===== src/iorr_pkg.sv =====
// iorr_pkg: shared types and constants for the isotp/obd response reassembler
// no dependencies; used by the channel index and top level modules of the block and by its checkers
package iorr_pkg;

    localparam int ID_W = 11;

    typedef struct packed {
        logic [10:0] can_id;
        logic [7:0]  byte0;
        logic [7:0]  byte1;
        logic [7:0]  byte2;
        logic [7:0]  byte3;
        logic [7:0]  byte4;
        logic [7:0]  byte5;
        logic [7:0]  byte6;
        logic [7:0]  byte7;
    } frame_t;

    typedef struct packed {
        logic        kind;
        logic [10:0] target_id;
        logic [5:0]  mode;
        logic [7:0]  pid;
        logic [7:0]  data_byte;
        logic [5:0]  byte_index;
        logic [6:0]  msg_length;
        logic        last;
    } result_t;

    // result kinds
    localparam logic KIND_FLOW = 1'b0;
    localparam logic KIND_MSG  = 1'b1;

    // protocol control info frame types (upper nibble of byte0)
    localparam logic [3:0] FT_SINGLE = 4'h0;
    localparam logic [3:0] FT_FIRST  = 4'h1;
    localparam logic [3:0] FT_CONSEC = 4'h2;

    // diagnostic response id window 0x700-0x7ff
    localparam logic [2:0]  OBD_ID_HI    = 3'h7;
    localparam logic [10:0] FC_ID_OFFSET = 11'd8;

    // mode and pid bytes are counted in the length field
    localparam logic [11:0] HDR_BYTES  = 12'd2;
    localparam logic [11:0] FF_MIN_RAW = 12'd7;
    localparam logic [2:0]  SF_HDR     = 3'd2;

    localparam logic [2:0] FF_LAST_CNT = 3'd3;
    localparam int         FF_BYTES    = 4;
    localparam logic [2:0] CF_BYTES    = 3'd7;
    localparam logic [3:0] SEQ_FIRST   = 4'd1;

endpackage


===== src/iorr_chan_mod.sv =====
// iorr_chan_mod: channel index as can_id modulo CHANNELS by reciprocal multiplication
// two registered steps, quotient then remainder; depends on iorr_pkg for the id width
module iorr_chan_mod #(
    parameter int CHANNELS = 8,
    parameter int CH_W     = (CHANNELS > 1) ? $clog2(CHANNELS) : 1
) (
    input  logic                      clk,
    input  logic                      rst_n,
    input  logic                      start,
    input  logic [iorr_pkg::ID_W-1:0] id,
    output logic                      done,
    output logic [CH_W-1:0]           ch
);

    localparam int ID_W = iorr_pkg::ID_W;
    localparam int SH   = ID_W + $clog2(CHANNELS);
    localparam int M_W  = ID_W + 2;
    localparam int P_W  = ID_W + M_W;
    localparam int QD_W = ID_W + 9;
    // ceil(2**SH / CHANNELS) gives the exact quotient for every id value
    localparam logic [M_W-1:0]  RECIP   =
        M_W'(((64'd1 << SH) + 64'(CHANNELS) - 64'd1) / 64'(CHANNELS));
    localparam logic [QD_W-1:0] DIVISOR = QD_W'(CHANNELS);

    logic [ID_W-1:0] id_reg, id_next;
    logic [ID_W-1:0] quo_reg, quo_next;
    logic            busy_reg, busy_next;
    logic            done_reg, done_next;
    logic [CH_W-1:0] ch_reg, ch_next;
    logic [P_W-1:0]  prod;
    logic [QD_W-1:0] quo_mul;
    logic [ID_W-1:0] rem;

    assign prod    = P_W'(id) * P_W'(RECIP);
    assign quo_mul = QD_W'(quo_reg) * DIVISOR;
    assign rem     = id_reg - quo_mul[ID_W-1:0];

    always_comb
    begin
        id_next   = id_reg;
        quo_next  = quo_reg;
        ch_next   = ch_reg;
        busy_next = 1'b0;
        done_next = 1'b0;
        if (start)
        begin
            id_next   = id;
            quo_next  = ID_W'(prod >> SH);
            busy_next = 1'b1;
        end
        if (busy_reg)
        begin
            ch_next   = rem[CH_W-1:0];
            done_next = 1'b1;
        end
    end

    always_ff @(posedge clk or negedge rst_n)
    begin
        if (!rst_n)
        begin
            id_reg   <= '0;
            quo_reg  <= '0;
            busy_reg <= 1'b0;
            done_reg <= 1'b0;
            ch_reg   <= '0;
        end
        else
        begin
            id_reg   <= id_next;
            quo_reg  <= quo_next;
            busy_reg <= busy_next;
            done_reg <= done_next;
            ch_reg   <= ch_next;
        end
    end

    assign done = done_reg;
    assign ch   = ch_reg;

endmodule


===== config.mk =====
export PLATFORM = sky130hd
export DESIGN_NAME = iorr_chan_mod
export DESIGN_NICKNAME = d
export VERILOG_FILES = /design/src/iorr_pkg.sv /design/src/iorr_chan_mod.sv
export SDC_FILE = /design/constraint.sdc
export NUM_CORES = 1
export LEC_CHECK = 0
export BUFFER_PORTS_ARGS = -buffer_cell sky130_fd_sc_hd__buf_4
export CAP_MARGIN = 5
export CORE_AREA = 2 2 39 41
export DETAILED_ROUTE_END_ITERATION = 8
export DIE_AREA = 0 0 41 43
export SETUP_SLACK_MARGIN = 0.3
export SLEW_MARGIN = 5
export SYNTH_ARGS = -nofsm -noshare
export SYNTH_HDL_FRONTEND = slang
export SYNTH_SLANG_ARGS = --single-unit

===== constraint.sdc =====
create_clock -name clk -period 1.21 [get_ports clk]
set_clock_uncertainty 0.15 [all_clocks]
set_input_delay 0.0605 -clock clk [delete_from_list [all_inputs] [get_ports clk]]
set_output_delay 0.0605 -clock clk [all_outputs]
set_load 0.05 [all_outputs]

### After elaboration in Yosys (flattened, before gate mapping)

Index checks and enable logic that the tools add are counted.

| operators by class | value |
|---|---|
| $add $sub $neg | 1 |
| muxes and demuxes | 2 |

Operators with widths:

| kind | number |
|---|---|
| $sub A3 B1 Y3 const B | 1 |
| $mux W1 | 2 |

| word-level totals | value |
|---|---|
| bits of input ports | 14 |
| register bits | 8 |
| output and inout port bits | 4 |
| logic and storage cells | 7 |

### Depth between registers and ports, before layout

Gate-level depths: netlist of the first run.

| depth | value |
|---|---|
| word-level depth | 1 |
| mapped depth | 1 |

### Worst setup path after synthesis of the first run

No wires, ideal clock.

| path | value |
|---|---|
| kind | register to register |
| from | register, netlist name ch[0] |
| to | register ch_reg[0], in the netlist ch[0] |
| buffers on the path | 0 |
| clock period less this slack | 1.138 ns |
| required time | 0.935 ns |
| slack | 0.072 ns |
| arrival | 0.863 ns |
| setup time | 0.125 ns |
| stages on the path, launching flop included | 2 |
| cell sequence | dfrtp_1 -> mux2_2 |

RTL lines:

| what | RTL line | RTL |
|---|---|---|
| end signal, assigned | iorr_chan_mod.sv:74 | `ch_reg <= ch_next;` |
| end, declared | iorr_chan_mod.sv:29 | `logic [CH_W-1:0] ch_reg, ch_next;` |

### Final worst setup path of the first run

| path | value |
|---|---|
| from | register ch_reg[2], in the netlist ch[2] |
| to | output ch[2] |

RTL lines:

| what | RTL line | RTL |
|---|---|---|
| end, declared | iorr_chan_mod.sv:12 | `output logic [CH_W-1:0] ch` |

No word-level cell between the ends.

==> results of run 1 <==
metal layers:
layer	vias to the layer above	global-route usage (%)	share of wire, %
met1	78	7.72	40
met5	-	0	0
met2	14	6.56	42
met4	0	2.00	0
li1	77	-	-
met3	0	9.42	17
final timing paths:
check | start | to | cells past startpoint
max | ch[2] | ch[2] | 1
min | start | busy_reg | 1
max reg2reg | busy_reg | ch[2] | 1
min reg2reg | busy_reg | done | 0
max in group asynchronous | rst_n | id_reg[0] | 2
min in group asynchronous | rst_n | done | 2
what timing repair did:
| item | CTS | global route |
|---|---|---|
| gates resized for setup | 6 | 1 |
| setup endpoints to repair | 7 | 10 |
| endpoints found under the hold margin | 12 | 8 |
cells by family (layout without fill, tap and decap cells):
logic type             count (synthesis)  count (layout)  synth area share (%)
multiplexers                           6               6                  25.2
flip-flops                             8               8                  74.8
buffers and inverters                  0              14                     0
cells in the mapped netlist:
cell type	number
mux2_2	6
dfrtp_1	8
metrics by stage:
| stage | hold WS, ns | total power (W) | util (%) |
|---|---|---|---|
| floorplan | -0.385 | 0.000401 | - |
| global placement | -0.275 | 0.000449 | 25.9 |
| detailed placement | -0.269 | 0.000455 | 25.9 |
| CTS | -0.197 | 0.000696 | 30.2 |
| global route | -0.205 | 0.000738 | 30.5 |
| finish | -0.182 | 0.000686 | 30.5 |
area by class of cell:
class / instances / area, um2 / area share, %
multi-input cells: 6 / 78.8 / 18.7
well taps: 16 / 20.0 / 4.75
repair buffers: 10 / 92.6 / 22.0
flip-flops and latches: 8 / 204 / 48.4
clock buffers: 4 / 26.3 / 6.23
power by group through the flow:
stage | logic (W) | clock network, W | registers [W]
finish | 0.000155 | 0.000212 | 0.000320
global route | 0.000163 | 0.000253 | 0.000323
CTS | 0.000154 | 0.000222 | 0.000320
detailed placement | 0.000135 | 0 | 0.000320
global placement | 0.000132 | 0 | 0.000317
floorplan | 0.0000249 | 0 | 0.000376
==> flow_metrics.tcl, run 1 <==
set metrics [dict create \
    synth_area_um2 268 \
    finish.instance_area_um2 422 \
    clock_sinks 8 \
    clkPwrFrac_pct 30.8 \
    antenna_found_initial 0 \
    first_global_vias 142 \
    rows 14 \
    n_fill_cell 142 \
    clk-insertion-delay-late_ns 0.25 \
    dp_cells 39 \
    setup_viol_count_final 0 \
    drc 0 \
    slowest_delay_ns 0.41 \
    postCtsHoldBufs 1 \
    hold_ws_ns -0.182 \
    place.detailed.hpwl_um 342 \
    vias 169 \
    mappedNetlistNets 28 \
    die-area_um2 1760 \
    final_net_count 43 \
    synth.avg_cell_area_um2 19.1 \
    status "finished, violations left" \
    io_buffers 9 \
    gr-total-overflow 0 \
    tightestPinTransition_ns 0.174 \
    cts.clk_slew.worst_paths_ns 0.06 \
    cts-root-buf "clkbuf_4" \
    yosysSeqAreaShare_pct 74.8 \
    postPlaceCellArea_um2 359 \
    final_layout_size_suffix_gt1_share_pct 75.0 \
    hold_viol_final 4 \
    path_class "flop to output port" \
    power_switching_w 0.000188 \
    drt-initial-drc-count 0 \
    syn_inst 14 \
    rrSetupSlack_ns 0.19 \
    ys_ff_latch 8 \
    cts_setup_buffers 0 \
    routed_wl_um 435 \
    slew_headroom_pct 88.4 \
    vias_per_cell 3.84 \
    p_int_w 0.000498 \
    seqPwrFrac_pct 46.6 \
    maxSlewViolCount 0 \
    cts_tree "yes" \
    cp_slowest_cell "dfrtp_2" \
    power.density_nw_per_um2 1630 \
    grt_max_degree 9 \
    cts_made_buffers 3 \
    fmax_mhz 972 \
    postRouteAntennaNets 0 \
    htreeDepth 1 \
    synth_warnings 0 \
    post-route-period-util_pct 85.0 \
    grt_util_all_layers_pct 6.61 \
    sw_frac_of_total_pct 27.3 \
    critPathLaunchType "flop" \
    worst_ep_required_time_ns 1.00 \
    post_drt_wl_per_cell_um 9.89 \
    cp.arrival_ns 0.82 \
    cp_cell_sequence "buf_6" \
    core_area_um2 1380 \
    place_ws_ns 0.202 \
    path_buf_inv 1 \
    layout_setup_ws_ns 0.181 \
    critical_path.max_fanout 2 \
    comb_power_share_pct 22.6 \
    cp_top_family "flip-flops" \
    grt_pass1_wl_um 648 \
    layout_common_cells "dfrtp_1 (5), buf_4 (5), buf_6 (4)" \
    place_congestion 0.641 \
    holdCritPathClass "primary input to flop" \
    violations "negative hold slack" \
    chipWidth_um 41 \
    stdcell_count 44 \
    initial_utilization_pct 19.3 \
    die_y_um 43 \
    synth_area_leader_cell "dfrtp_1" \
    setup_tns_ns 0 \
    cp-end-kind "output port" \
    post-route-min-period_ns 1.03 \
    antenna_cells 0 \
    firstDrtPassIters 1 \
    ir_drop_uv 794 \
    rsz0062_at_grt "true" \
    drv_cap 0 \
    synthTopCellsByArea "dfrtp_1 (75%), mux2_2 (25%)" \
    p_leak_nw 0.194 \
    synth_cell_types 2 \
    area_growth_syn_to_layout_pct 57.5 \
    clockBufferDepth 2 \
    ios 18 \
    synth_top_area_share_pct 74.8 \
]
Power figures use the tool's default switching activity.
==> inputs of run 2 (changes only) <==
--- a/config.mk
+++ b/config.mk
@@ -10,6 +10,7 @@
 export CORE_AREA = 2 2 39 41
 export DETAILED_ROUTE_END_ITERATION = 8
 export DIE_AREA = 0 0 41 43
+export MAX_ROUTING_LAYER = met4
 export SETUP_SLACK_MARGIN = 0.3
 export SLEW_MARGIN = 5
 export SYNTH_ARGS = -nofsm -noshare
==> constraint.sdc (replaced) <==
create_clock -name clk -period 1.21 [get_ports clk]
set_clock_uncertainty 0.15 [all_clocks]
set_input_delay 0.0605 -clock clk [delete_from_list [all_inputs] [get_ports clk]]
set_output_delay 0.0605 -clock clk [all_outputs]
set_load 0.005 [all_outputs]
==> run 2 against run 1 <==
  * Utilization decreased by 0.18 points
  * Combinational power decreased by 38%
  * Critical path depth unchanged
  * The run still ends with negative hold slack left
  * Via count decreased by 1.2%
  * Cell count decreased by 2.3%
  * Sequential share of layout area decreased by 0.31 points
  * Flip-flop and latch count unchanged
  * Wire length decreased by 0.92%
==> flow_metrics.tcl, run 2 (synthesis gave the netlist of run 1 again) <==
set metrics [dict create \
    hold_viol_final 4 \
    layout_setup_ws_ns 0.202 \
    place_congestion 0.673 \
    area_growth_syn_to_layout_pct 56.5 \
    setup_tns_ns 0 \
    slowest_delay_ns 0.44 \
    r2r_start "busy_reg" \
    critical_path.max_fanout 4 \
    firstDrtPassIters 3 \
    final_common_cell "dfrtp_1" \
    clk-insertion-delay-late_ns 0.24 \
    first_global_vias 177 \
    cp-end-kind "flop" \
    layout_common_cells "dfrtp_1 (7), buf_4 (5), mux2_4 (4), buf_6 (4), clkbuf_4 (3)" \
    p_total_w 0.000606 \
    hold_ws_ns -0.188 \
    grt_pass1_wl_um 696 \
    chipWidth_um 41 \
    p_leak_nw 0.199 \
    holdCritPathClass "primary input to flop" \
    ios 18 \
    gr-total-overflow 0 \
    reg2reg_depth 1 \
    grt_util_all_layers_pct 7.10 \
    n_fill_cell 146 \
    initial_utilization_pct 19.3 \
    rsz0062_at_grt "true" \
    power.density_nw_per_um2 1440 \
    utilization_pct 30.3 \
    worst_ep_required_time_ns 1.19 \
    place_ws_ns 0.203 \
    grt_max_degree 9 \
    cp_cell_sequence "mux2_4" \
    io_buffers 9 \
    ir_drop_uv 435 \
    post_drt_wl_per_cell_um 10.0 \
    postRouteAntennaNets 0 \
    die_y_um 43 \
    cts_tree "yes" \
    maxSlewViolCount 0 \
    postCtsHoldBufs 1 \
    core_area_um2 1380 \
    critPathLaunchType "flop" \
    status "finished, violations left" \
    routed_wl_um 431 \
    rrSetupSlack_ns 0.20 \
    cp.arrival_ns 0.98 \
    drv_cap 0 \
    hold-path-endpoint "busy_reg" \
    cts_setup_buffers 0 \
    htreeDepth 1 \
    die-area_um2 1760 \
    cts.clk_slew.worst_paths_ns 0.05 \
    fmax_mhz 992 \
    drt-initial-drc-count 1 \
    clockBufferDepth 2 \
    vias 167 \
    rows 14 \
    cp_slowest_cell "dfrtp_2" \
    post-route-min-period_ns 1.01 \
    clock_sinks 8 \
    path_buf_inv 0 \
    slew_headroom_pct 92.1 \
    final_net_count 43 \
    holdPathStages 1 \
    path_class "flop to flop" \
    min_from "start" \
    cts_made_buffers 3 \
    cts-root-buf "clkbuf_4" \
    place.detailed.hpwl_um 324 \
    drc 0 \
    violations "negative hold slack" \
    antenna_cells 0 \
    post-route-period-util_pct 83.3 \
    antenna_found_initial 0 \
    cp_top_family "flip-flops" \
    tightestPinTransition_ns 0.119 \
    vias_per_cell 3.88 \
    reg2reg_to "ch[2]" \
    setup_viol_count_final 0 \
    final_layout_size_suffix_gt1_share_pct 70.4 \
]
-- run 2: cell count changes in the layout (fill, tap and decap cells not counted) --
cell      before  now
clkbuf_1       1    0
dfrtp_1        5    7
dfrtp_2        3    1
mux2_2         3    2
mux2_4         3    4
-- run 2: worst max path at each step --
stage | startpoint | to | cells after the start
floorplan | busy_reg | ch[0] | 1
global placement | busy_reg | ch[0] | 1
detailed placement | busy_reg | ch[2] | 1
CTS | busy_reg | ch[0] | 1
global route | busy_reg | ch[0] | 1
finish | busy_reg | ch[2] | 1
-- run 2: final cells by class --
cell class | instances | area (um2) | share of cell area, %
clock buffers | 3 | 22.5 | 5.37
multi-input cells | 6 | 82.6 | 19.7
flip-flops and latches | 8 | 201 | 48.1
well taps | 16 | 20.0 | 4.78
repair buffers | 10 | 92.6 | 22.1
-- run 2: per-layer routing --
| metal | track usage [%] | share of wire, % |
|---|---|---|
| met1 | 7.74 | 44 |
| met2 | 7.50 | 44 |
| met3 | 4.71 | 12 |
| met4 | 8.00 | 0 |
| met5 | - | 0 |
-- run 2: per-stage QoR --
stage | cell area (um2) | instances
after floorplan | 268 | 14
after global placement | 355 | 39
after detailed placement | 355 | 39
after CTS | 415 | 43
after global routing | 419 | 43
final | 419 | 43
-- run 2: report_power, final --
| part | internal (W) | total, W | switching, W |
|---|---|---|---|
| combinational | 0.0000734 | 0.0000954 | 0.0000221 |
| clock | 0.000113 | 0.000192 | 0.0000797 |
| sequential | 0.000297 | 0.000318 | 0.0000207 |
| total | 0.000483 | 0.000606 | 0.000122 |
-- run 2: what timing repair did --
item | in CTS | in global routing
hold endpoints to repair | 12 | 4
endpoints found under the setup margin | 7 | 10
resized for setup | 8 | 1
