`config.mk`:
```
export PLATFORM = sky130hd
export DESIGN_NAME = iorr_ram
export DESIGN_NICKNAME = d
export VERILOG_FILES = /design/src/iorr_ram.sv
export SDC_FILE = /design/constraint.sdc
export NUM_CORES = 1
export LEC_CHECK = 0
export BUFFER_PORTS_ARGS = -buffer_cell sky130_fd_sc_hd__buf_2
export CAP_MARGIN = 20
export CORE_ASPECT_RATIO = 0.6
export CORE_MARGIN = 2
export CORE_UTILIZATION = 55
export DETAILED_ROUTE_END_ITERATION = 6
export PLACE_DENSITY = 0.8
export SLEW_MARGIN = 20
export SYNTH_ARGS = -nofsm -noshare
export SYNTH_HDL_FRONTEND = slang
export SYNTH_SLANG_ARGS = --single-unit
```
`constraint.sdc`:
```
create_clock -name clk -period 3.5 [get_ports clk]
set_clock_uncertainty 0.15 [all_clocks]
set_input_delay 0 -clock clk [delete_from_list [all_inputs] [get_ports clk]]
set_output_delay 0 -clock clk [all_outputs]
set_load 0.02 [all_outputs]
```
`src/iorr_ram.sv`:
```
// iorr_ram: simple dual-port synchronous ram, one write and one registered read port
// no dependencies; holds the per-channel entry records and the message bytes
module iorr_ram #(
    parameter int DW = 8,
    parameter int AW = 4
) (
    input  logic          clk,
    input  logic          we,
    input  logic [AW-1:0] waddr,
    input  logic [DW-1:0] wdata,
    input  logic          re,
    input  logic [AW-1:0] raddr,
    output logic [DW-1:0] rdata
);

    logic [DW-1:0] mem [2**AW];
    logic [DW-1:0] rdata_reg;

    always_ff @(posedge clk)
    begin
        if (we)
        begin
            mem[waddr] <= wdata;
        end
        // read data holds until the next read
        if (re)
        begin
            rdata_reg <= mem[raddr];
        end
    end

    assign rdata = rdata_reg;

endmodule

```
# Yosys cells after proc, flatten, opt, wreduce, memory -nomap -nowiden
# Memories as Yosys holds them, arrays and structs flattened. A register that Yosys moved wholly into a read port is not among the register bits.
# Index checks and enable logic that the tools add are counted.
dict set report op_classes {
  n_mux 2
}
# operator count
set op_table {}
lappend op_table {{$mux W1} 2}
dict set report word_totals {
  regBits 0
  ramBits 128
  inputBits 19
  out_inout_bits 8
  word_cells 3
  n_memories 1
}
# memory words word_bits rd rd_clocked_by_memory_dff wr line
set memory_table {}
lappend memory_table {mem 16 8 1 1 1 16} ;# logic [DW-1:0] mem [2**AW];

# Longest topological paths before layout
# Gate-level depths: netlist (run 1).
dict set report logic_depth {
  word_depth 2
  mapped_depth 5
  mapped_depth_nobuf 3
}

# Least setup slack after synthesis (run 1)
# No wires, ideal clock.
dict set report synth_timing {
  kind {input port to flip-flop}
  from {input port waddr[2]}
  to {memory mem[0][0], enable pin}
  setup_time_ns 0.383
  arrival_time_ns 1.110
  setup_slack_ns 1.857
  cell_stages 2
  path_buffers 0
  path_cell_list {or3b_2 -> nor3_1}
}
# item line
set synth_rtl {}
lappend synth_rtl {{start, declared} 9} ;# input logic [AW-1:0] waddr,
lappend synth_rtl {{end, declared} 16}
# Straight into the memory's write port.

# Worst setup path in the final report (run 1)
dict set report layout_timing {
  from {input port waddr[2]}
  to {memory mem[2][2], enable pin}
}
# Straight into the memory's write port.

==> results.cfg, run 1 <==
[finish]
instances_no_fill = 423
final_common_cell = edfxtp_1
seq_area_mm2 = 0.00408
n_antenna_cell = 0
largest_reg_flops = 128
multi_input_area_mm2 = 0.00106
fill_cells = 630
drive_gt1_share_pct = 24.6
mostFrequentLayoutCells = edfxtp_1 (136), buf_2 (26), mux4_2 (18), clkbuf_16 (17), a22oi_1 (16)
area_delta_synth_final_pct = 16.9
nets = 302
final_util_pct = 66.5

[timing]
report.final.slew_viol_count = 0
worst_pin_slew_ps = 991
fmax_mhz = 489
hold_viol_final = 0
setup_viol = 0
rsz0062_at_grt = no
slew-limit-headroom_pct = 33.7
finalCritPeriodShare_pct = 58.5
fin_setup_tns_ps = 0
layout_min_cycle_time_ps = 2050

[detailed_routing]
wl_per_cell_um = 22.5
totalWireLength_um = 9520
remaining_drc_errors = 0
wl_met1_um = 4120
first_pass_iters = 5
highest_layer = met4
met2RoutedLength_um = 4300
wl_met3_um = 982
drt_iter0_markers = 241
vias = 2483
ant_nets = 0
post_drt_via_cell_ratio = 5.87

[grt]
grt_pass1_wl_um = 14300
antenna_found_initial = 0
grtUsageTotal_pct = 20.3
grt_pass1_vias = 2535
grt_max_degree = 33
grt_overflow = 0

[floorplan]
initial_core_util_pct = 56.9
core_mm2 = 0.00919
die_w_um = 130
rows = 27
die_area_mm2 = 0.0103
die_y_um = 79.5
floorplan.io_pins = 27

[setup_path]
required_ps = 3380
path_buf_inv = 2
crit_path_max_fanout = 8
rr_startpoint = mem[10][7]
r2r_slack_ps = 1890
cp_cell_sequence = dlygate4sd3_1 -> buf_2 -> or3b_2 -> nor2_1
rr_endpoint = rdata[7]
cp_data_arrival_time_ps = 1920
cp_slowest_cell = nor2_1
startpoint_type = input port
crit_path_end_kind = register
critPathTopFamily = simple AND/OR/NAND/NOR gates
path_class = in -> reg
r2r_cells = 3
path_depth = 4
slowest_delay_ps = 730

[status]
status = complete, no violations

[synth]
synth.area.mux_share_pct = 14.8
syn_nets = 248
syn_area_mm2 = 0.00523
ys_seq_area_share_pct = 78.1
synthSimpleGateAreaFrac_pct = 3.14
yosys.area_share.adder_pct = 0
synth_compound_area_share_pct = 2.30
synth_cells = 229
synth_top_family_by_area = multiplexers
yosys.area_share.xor_xnor_pct = 0
avgSynthCellArea_um2 = 22.8
synth_seq_cells = 136
yosysWarnings = 0
ys_types = 18

[clocking]
cts_tree = done
ctsLongestPathBuffers = 2
cts_hold_buf = 13
path_clk_slew_ps = 50
clock_latency_ps = 410
cts_root_buf = clkbuf_16
cts.repair.resized = 0
cts_sinks = 136
htreeDepth = 4
cts_buffers = 17
postCtsSetupBuffers = 0

[placed_design]
place.gp.congestion = 0.795
io_buffers = 26
dpl.cell_count = 381
dpl.hpwl_um = 6100

[min_path]
min_path_type = in -> reg
worstHoldPathCells = 3
whs_endpoint = mem[12][5]
holdCritStartpoint = waddr[3]

[power_and_ir_drop]
p_per_area_mw_per_mm2 = 584
p_leak_nw = 2.04
peakVddDrop_uv = 405

[flow_run]
max_cap_viol_count = 0
[cells in the mapped netlist]
| master | n | area, µm² |
|---|---|---|
| clkdlybuf4s25_2 | 3 | 30.0 |
| nor2_1 | 13 | 48.8 |
| nor2b_1 | 1 | 6.26 |
| nand2_1 | 9 | 33.8 |
| nand3b_1 | 2 | 15.0 |
| nand2b_1 | 2 | 12.5 |
| and2_1 | 1 | 6.26 |
| edfxtp_1 | 136 | 4080 |
| mux4_1 | 14 | 368 |
| buf_2 | 3 | 15.0 |
| buf_4 | 1 | 7.51 |
| nor3_1 | 4 | 20.0 |
| nand3_1 | 1 | 5.00 |
| a22oi_1 | 16 | 120 |
| and2b_1 | 1 | 7.51 |
| or3b_2 | 1 | 8.76 |
| buf_6 | 3 | 33.8 |
| mux4_2 | 18 | 405 |
[per-stage QoR]
step	power, mW	hold WS (ps)	cell area [µm²]	worst slack, ps
global route	3.67	62.2	6110	1380
CTS	3.59	8.11	6110	1480
detailed placement	2.04	235	5480	1330
finish	3.57	26.2	6110	1450
global placement	2.04	233	5480	1360
floorplan	1.98	-51.1	5230	1860
[how the worst max path moves through the flow]
stage              from         to  slack (ps)
2_1_floorplan  waddr[2]  mem[0][0]        1860
3_3_place_gp   raddr[0]   rdata[4]        1360
4_1_cts        waddr[2]  mem[3][2]        1480
3_5_place_dp   raddr[0]   rdata[5]        1330
6_report       waddr[2]  mem[2][2]        1450
5_1_grt        waddr[2]  mem[2][1]        1380
[layout make-up]
cell class                 count  area share [%]
tap                          130            2.66
sequential                   136            66.8
clock inverter                 7           0.922
clock buffer                  22            7.27
multi-input combinational     83            17.3
timing repair buffer          45            5.00
[where the power goes]
| part | internal (mW) | switching (mW) | total (mW) |
|---|---|---|---|
| sequential | 1.84 | 0.00988 | 1.85 |
| clock | 0.950 | 0.596 | 1.55 |
| combinational | 0.0744 | 0.100 | 0.175 |
| total | 2.86 | 0.706 | 3.57 |
[per-layer routing]
layer | GRT usage (%) | up-vias
li1 | - | 1088
met1 | 29.2 | 1255
met2 | 29.1 | 126
met3 | 7.31 | 14
met4 | 7.42 | 0
met5 | 0 | -
[worst register-to-register path: cells and delay by family (launching register included)]
kind	cells	cell delay, ps
flops	1	360
simple gates	1	140
compound gates	1	240
mux	1	460
[kinds of logic (layout without fill, tap and decap cells)]
logic type | after synthesis | count (layout)
AOI/OAI and AO/OA | 16 | 16
muxes | 32 | 32
and+or+nand+nor | 35 | 35
DFF | 136 | 136
buffers and inverters | 10 | 74
Power figures use the tool's default switching activity.
==> run 2, diff against run 1 <==
==> constraint.sdc (replaced) <==
create_clock -name clk -period 2 [get_ports clk]
set_clock_uncertainty 0.15 [all_clocks]
set_input_delay 0 -clock clk [delete_from_list [all_inputs] [get_ports clk]]
set_output_delay 0 -clock clk [all_outputs]
set_load 0.02 [all_outputs]
==> run 2 against run 1 <==
  * Clock power up 97%
  * Via count is 2.5% higher
  * Non-clock buffer count up 15
  * Worst hold slack gained 4.5 ps
  * First-iteration DRC count rose by 8.7%
  * Flip-flop and latch count unchanged
  * Power up 85%
  * Setup slack lost 1300 ps
==> results.cfg, run 2 (synthesis gave the netlist of run 1 again) <==
[clocking]
htreeDepth = 4
clock_latency_ps = 420
cts_sinks = 136
postCtsSetupBuffers = 0
cts_root_buf = clkbuf_16
cts_tree = done
path_clk_slew_ps = 60
ctsLongestPathBuffers = 2
cts_buffers = 17

[placed_design]
placed_area_mm2 = 0.00564
dpl.hpwl_um = 6430
place.gp.congestion = 0.731
io_buffers = 26

[finish]
n_antenna_cell = 0
area_delta_synth_final_pct = 21.3
drive_gt1_share_pct = 30.5
nets = 317
final_common_cell = edfxtp_1
mostFrequentLayoutCells = edfxtp_1 (136), buf_2 (26), buf_4 (19), mux4_2 (18), clkbuf_16 (17)
largest_reg_flops = 128
fin_area_mm2 = 0.00634
final_util_pct = 69.0

[detailed_routing]
totalWireLength_um = 10000
remaining_drc_errors = 0
ant_nets = 0
drt_iter0_markers = 262
wl_per_cell_um = 22.8
vias = 2545
first_pass_iters = 5
post_drt_via_cell_ratio = 5.77

[power_and_ir_drop]
p_leak_nw = 2.17
p_clk_share_pct = 46.2
p_comb_share_pct = 4.9
peakVddDrop_uv = 811
p_int_mw = 5.30
pwr-share-seq_pct = 48.9
switching_share_pct = 19.9
p_per_area_mw_per_mm2 = 1040
p_sw_mw = 1.31

[min_path]
holdCritStartpoint = waddr[1]
min_path_type = in -> reg

[setup_path]
critPathTopFamily = buffers and inverters
path_buf_inv = 4
startpoint = we
cp_cell_sequence = dlygate4sd3_1 -> buf_2 -> nand3b_1 -> dlygate4sd3_1 -> nor2_1 -> buf_4
cp_data_arrival_time_ps = 1810
crit_path_max_fanout = 7
startpoint_type = input port
path_class = in -> reg
rr_startpoint = mem[1][0]
crit_path_end_kind = register
slowest_delay_ps = 590
crit_top_cell = dlygate4sd3_1
cp_slowest_cell = dlygate4sd3_1
required_ps = 1970

[timing]
report.final.slew_viol_count = 0
hold_viol_final = 0
fmax_mhz = 542
worst_pin_slew_ps = 410
slew-limit-headroom_pct = 72.7
fin_setup_tns_ps = 0
finalCritPeriodShare_pct = 92.3
layout_min_cycle_time_ps = 1850
setup_viol = 0
rsz0062_at_grt = no

[grt]
grt_max_degree = 17
grt_pass1_wl_um = 15200
grtUsageTotal_pct = 21.9
antenna_found_initial = 0
busiest_layer = met1
use_met3_pct = 7.98
grt_overflow = 0
grt_use_met2_pct = 31.5
grt_use_met1_pct = 31.8
grt_pass1_vias = 2614

[floorplan]
rows = 27
floorplan.io_pins = 27
die_y_um = 79.5
initial_core_util_pct = 56.9
die_area_mm2 = 0.0103
die_w_um = 130
core_mm2 = 0.00919

[status]
status = complete, no violations

[flow_run]
max_cap_viol_count = 0
-- run 2: tightest hold or removal path, stage by stage --
cell and delay [ps]:
buf_2 160, nor3_1 80, buf_4 180
-- run 2: path summary, 6_finish.rpt --
path | to | slack [ps] | cells past startpoint
setup reg to reg | rdata[0] | 400 | 3
setup / recovery | mem[9][2] | 150 | 6
hold / removal | mem[4][5] | 30 | 3
hold reg to reg | rdata[0] | 590 | 3
-- run 2: final cells by class --
class / instances / area (µm²)
clock buffers: 18 / 429
clock inverters: 14 / 158
fillers: 598 / 2850
multi-input cells: 83 / 1060
flip-flops and latches: 136 / 4080
well taps: 130 / 163
repair buffers: 60 / 453
-- run 2: metrics by stage --
step	instances	setup slack (ps)	power (mW)	hold WS (ps)
3_3_place_gp	397	232	3.59	237
4_1_cts	441	195	6.67	12.6
3_5_place_dp	397	216	3.60	242
5_1_grt	441	69.5	6.81	39.2
6_report	441	154	6.61	30.7
2_1_floorplan	229	357	3.46	-51.1
-- run 2: routing by layer --
| layer | vias to the layer above | part of all wire [%] | wire (µm) |
|---|---|---|---|
| met5 | - | 0 | 0 |
| met4 | 0 | 1.1 | 108 |
| met3 | 10 | 7.1 | 712 |
| met2 | 90 | 45 | 4560 |
| met1 | 1326 | 46 | 4660 |
| li1 | 1119 | - | - |
-- run 2: power groups by stage --
stage	registers [mW]	clock network (mW)	logic (mW)
finish	3.23	3.06	0.327
global route	3.24	3.22	0.354
CTS	3.23	3.10	0.329
detailed placement	3.29	0	0.310
global placement	3.29	0	0.301
floorplan	3.30	0	0.162
-- run 2: timing repair --
action / 4_1_cts / 5_1_grt
endpoints found under the hold margin: 142 / 0
hold buffers: 12 / 0
gates resized for setup: 0 / 0
==> run 3, diff against run 2 <==
--- a/config.mk
+++ b/config.mk
@@ -7,7 +7,6 @@
 export LEC_CHECK = 0
 export BUFFER_PORTS_ARGS = -buffer_cell sky130_fd_sc_hd__buf_2
 export CAP_MARGIN = 20
-export CORE_ASPECT_RATIO = 0.6
 export CORE_MARGIN = 2
 export CORE_UTILIZATION = 55
 export DETAILED_ROUTE_END_ITERATION = 6
==> run 3 against run 2 <==
  * Worst hold slack got worse by 7.8 ps
  * Wire length decreased by 2.6%
  * Final area increased by 0.34%
  * Largest cell class unchanged
  * Utilization is 0.15 points lower
  * Critical endpoint is now mem[7][1]
  * Global-route usage decreased by 0.33 points
  * Setup slack got worse by 110 ps
  * Highest routed layer unchanged
  * Critical path type unchanged
==> results.cfg, run 3 (synthesis gave the netlist of run 1 again) <==
[status]
status = complete, no violations

[clocking]
ctsLongestPathBuffers = 2
cts.repair.resized = 0
cts_hold_buf = 16
cts_root_buf = clkbuf_8
htreeDepth = 4
clock_latency_ps = 510
cts_tree = done
path_clk_slew_ps = 60
postCtsSetupBuffers = 0
cts_sinks = 136
cts_buffers = 17

[flow_run]
max_cap_viol_count = 0

[finish]
multi_input_area_mm2 = 0.00106
drive_gt1_share_pct = 31.4
area_delta_synth_final_pct = 21.8
largest_reg_flops = 128
mostFrequentLayoutCells = edfxtp_1 (136), buf_2 (26), buf_4 (24), mux4_2 (18)
fill_cells = 573
fin_area_mm2 = 0.00636
n_antenna_cell = 0
nets = 325
final_common_cell = edfxtp_1
seq_area_mm2 = 0.00408

[timing]
fmax_mhz = 510
finalCritPeriodShare_pct = 98.0
layout_min_cycle_time_ps = 1960
worst_pin_slew_ps = 451
hold_viol_final = 0
setup_viol = 0
rsz0062_at_grt = no
fin_setup_tns_ps = 0
report.final.slew_viol_count = 0
slew-limit-headroom_pct = 69.9

[detailed_routing]
drt_iter0_markers = 203
ant_nets = 0
wl_per_cell_um = 21.9
remaining_drc_errors = 0
post_drt_via_cell_ratio = 5.70
totalWireLength_um = 9780
first_pass_iters = 4
vias = 2546

[power_and_ir_drop]
p_clk_share_pct = 44.6
p_per_area_mw_per_mm2 = 1010
p_comb_share_pct = 5.2
p_int_mw = 5.12
peakVddDrop_uv = 605
p_sw_mw = 1.30
switching_share_pct = 20.3
power_mw = 6.42
pwr-share-seq_pct = 50.2
p_leak_nw = 2.18

[grt]
grt_pass1_wl_um = 15200
use_met3_pct = 6.21
grt_pass1_vias = 2684
grt_overflow = 0
grt_use_met1_pct = 29.8
grt_use_met2_pct = 33.7
antenna_found_initial = 0
grtUsageTotal_pct = 21.6
busiest_layer = met2
grt_max_degree = 18

[floorplan]
die_area_mm2 = 0.0103
die_w_um = 101
rows = 35
die_y_um = 101
core_mm2 = 0.00924
floorplan.io_pins = 27
initial_core_util_pct = 56.6

[setup_path]
startpoint = waddr[3]
rr_startpoint = mem[1][3]
crit_path_end_kind = register
crit_path_max_fanout = 5
cp_data_arrival_time_ps = 2030
path_class = in -> reg
startpoint_type = input port
required_ps = 2070

[min_path]
holdCritStartpoint = raddr[3]
min_path_type = in -> reg

[placed_design]
dpl.hpwl_um = 6180
io_buffers = 26
place.gp.congestion = 0.737
placed_area_mm2 = 0.00565
[run 3: cell type report]
type | instances | share of cell area [%]
clock buffer | 19 | 6.62
clock inverter | 12 | 2.04
multi-input combinational | 83 | 16.6
sequential | 136 | 64.2
tap | 129 | 2.54
timing repair buffer | 68 | 8.02
[run 3: critical path: stages]
cell	delay [ps]
dlygate4sd3_1	530
buf_2	130
nand3b_1	160
dlygate4sd3_1	620
nor2_1	340
buf_4	240
[run 3: metrics by stage]
stage / worst slack, ps / utilization, % / hold slack [ps] / instances
after floorplan: 357 / - / -51.1 / 229
after global placement: 299 / 61.2 / 225 / 400
after detailed placement: 256 / 61.2 / 231 / 400
after CTS: 59.1 / 68.9 / 3.38 / 447
after global routing: 28.1 / 68.9 / 65.1 / 447
final: 40.2 / 68.9 / 22.8 / 447
[run 3: final timing paths]
path | endpoint | slack [ps] | depth (start not counted)
max | mem[7][1] | 40 | 6
min | rdata[1] | 20 | 5
min reg2reg | rdata[4] | 590 | 3
max reg2reg | rdata[3] | 350 | 3
[run 3: power groups by stage]
stage / clock network, mW / logic, mW / registers (mW)
final: 2.86 / 0.334 / 3.23
after global routing: 3.04 / 0.362 / 3.23
after CTS: 2.90 / 0.337 / 3.23
after detailed placement: 0 / 0.312 / 3.29
after global placement: 0 / 0.301 / 3.28
after floorplan: 0 / 0.162 / 3.30
[run 3: metal layers]
layer	routed length (µm)	vias to the layer above
met5	0	-
li1	-	1136
met1	4120	1307
met3	646	8
met2	4920	95
met4	99	0
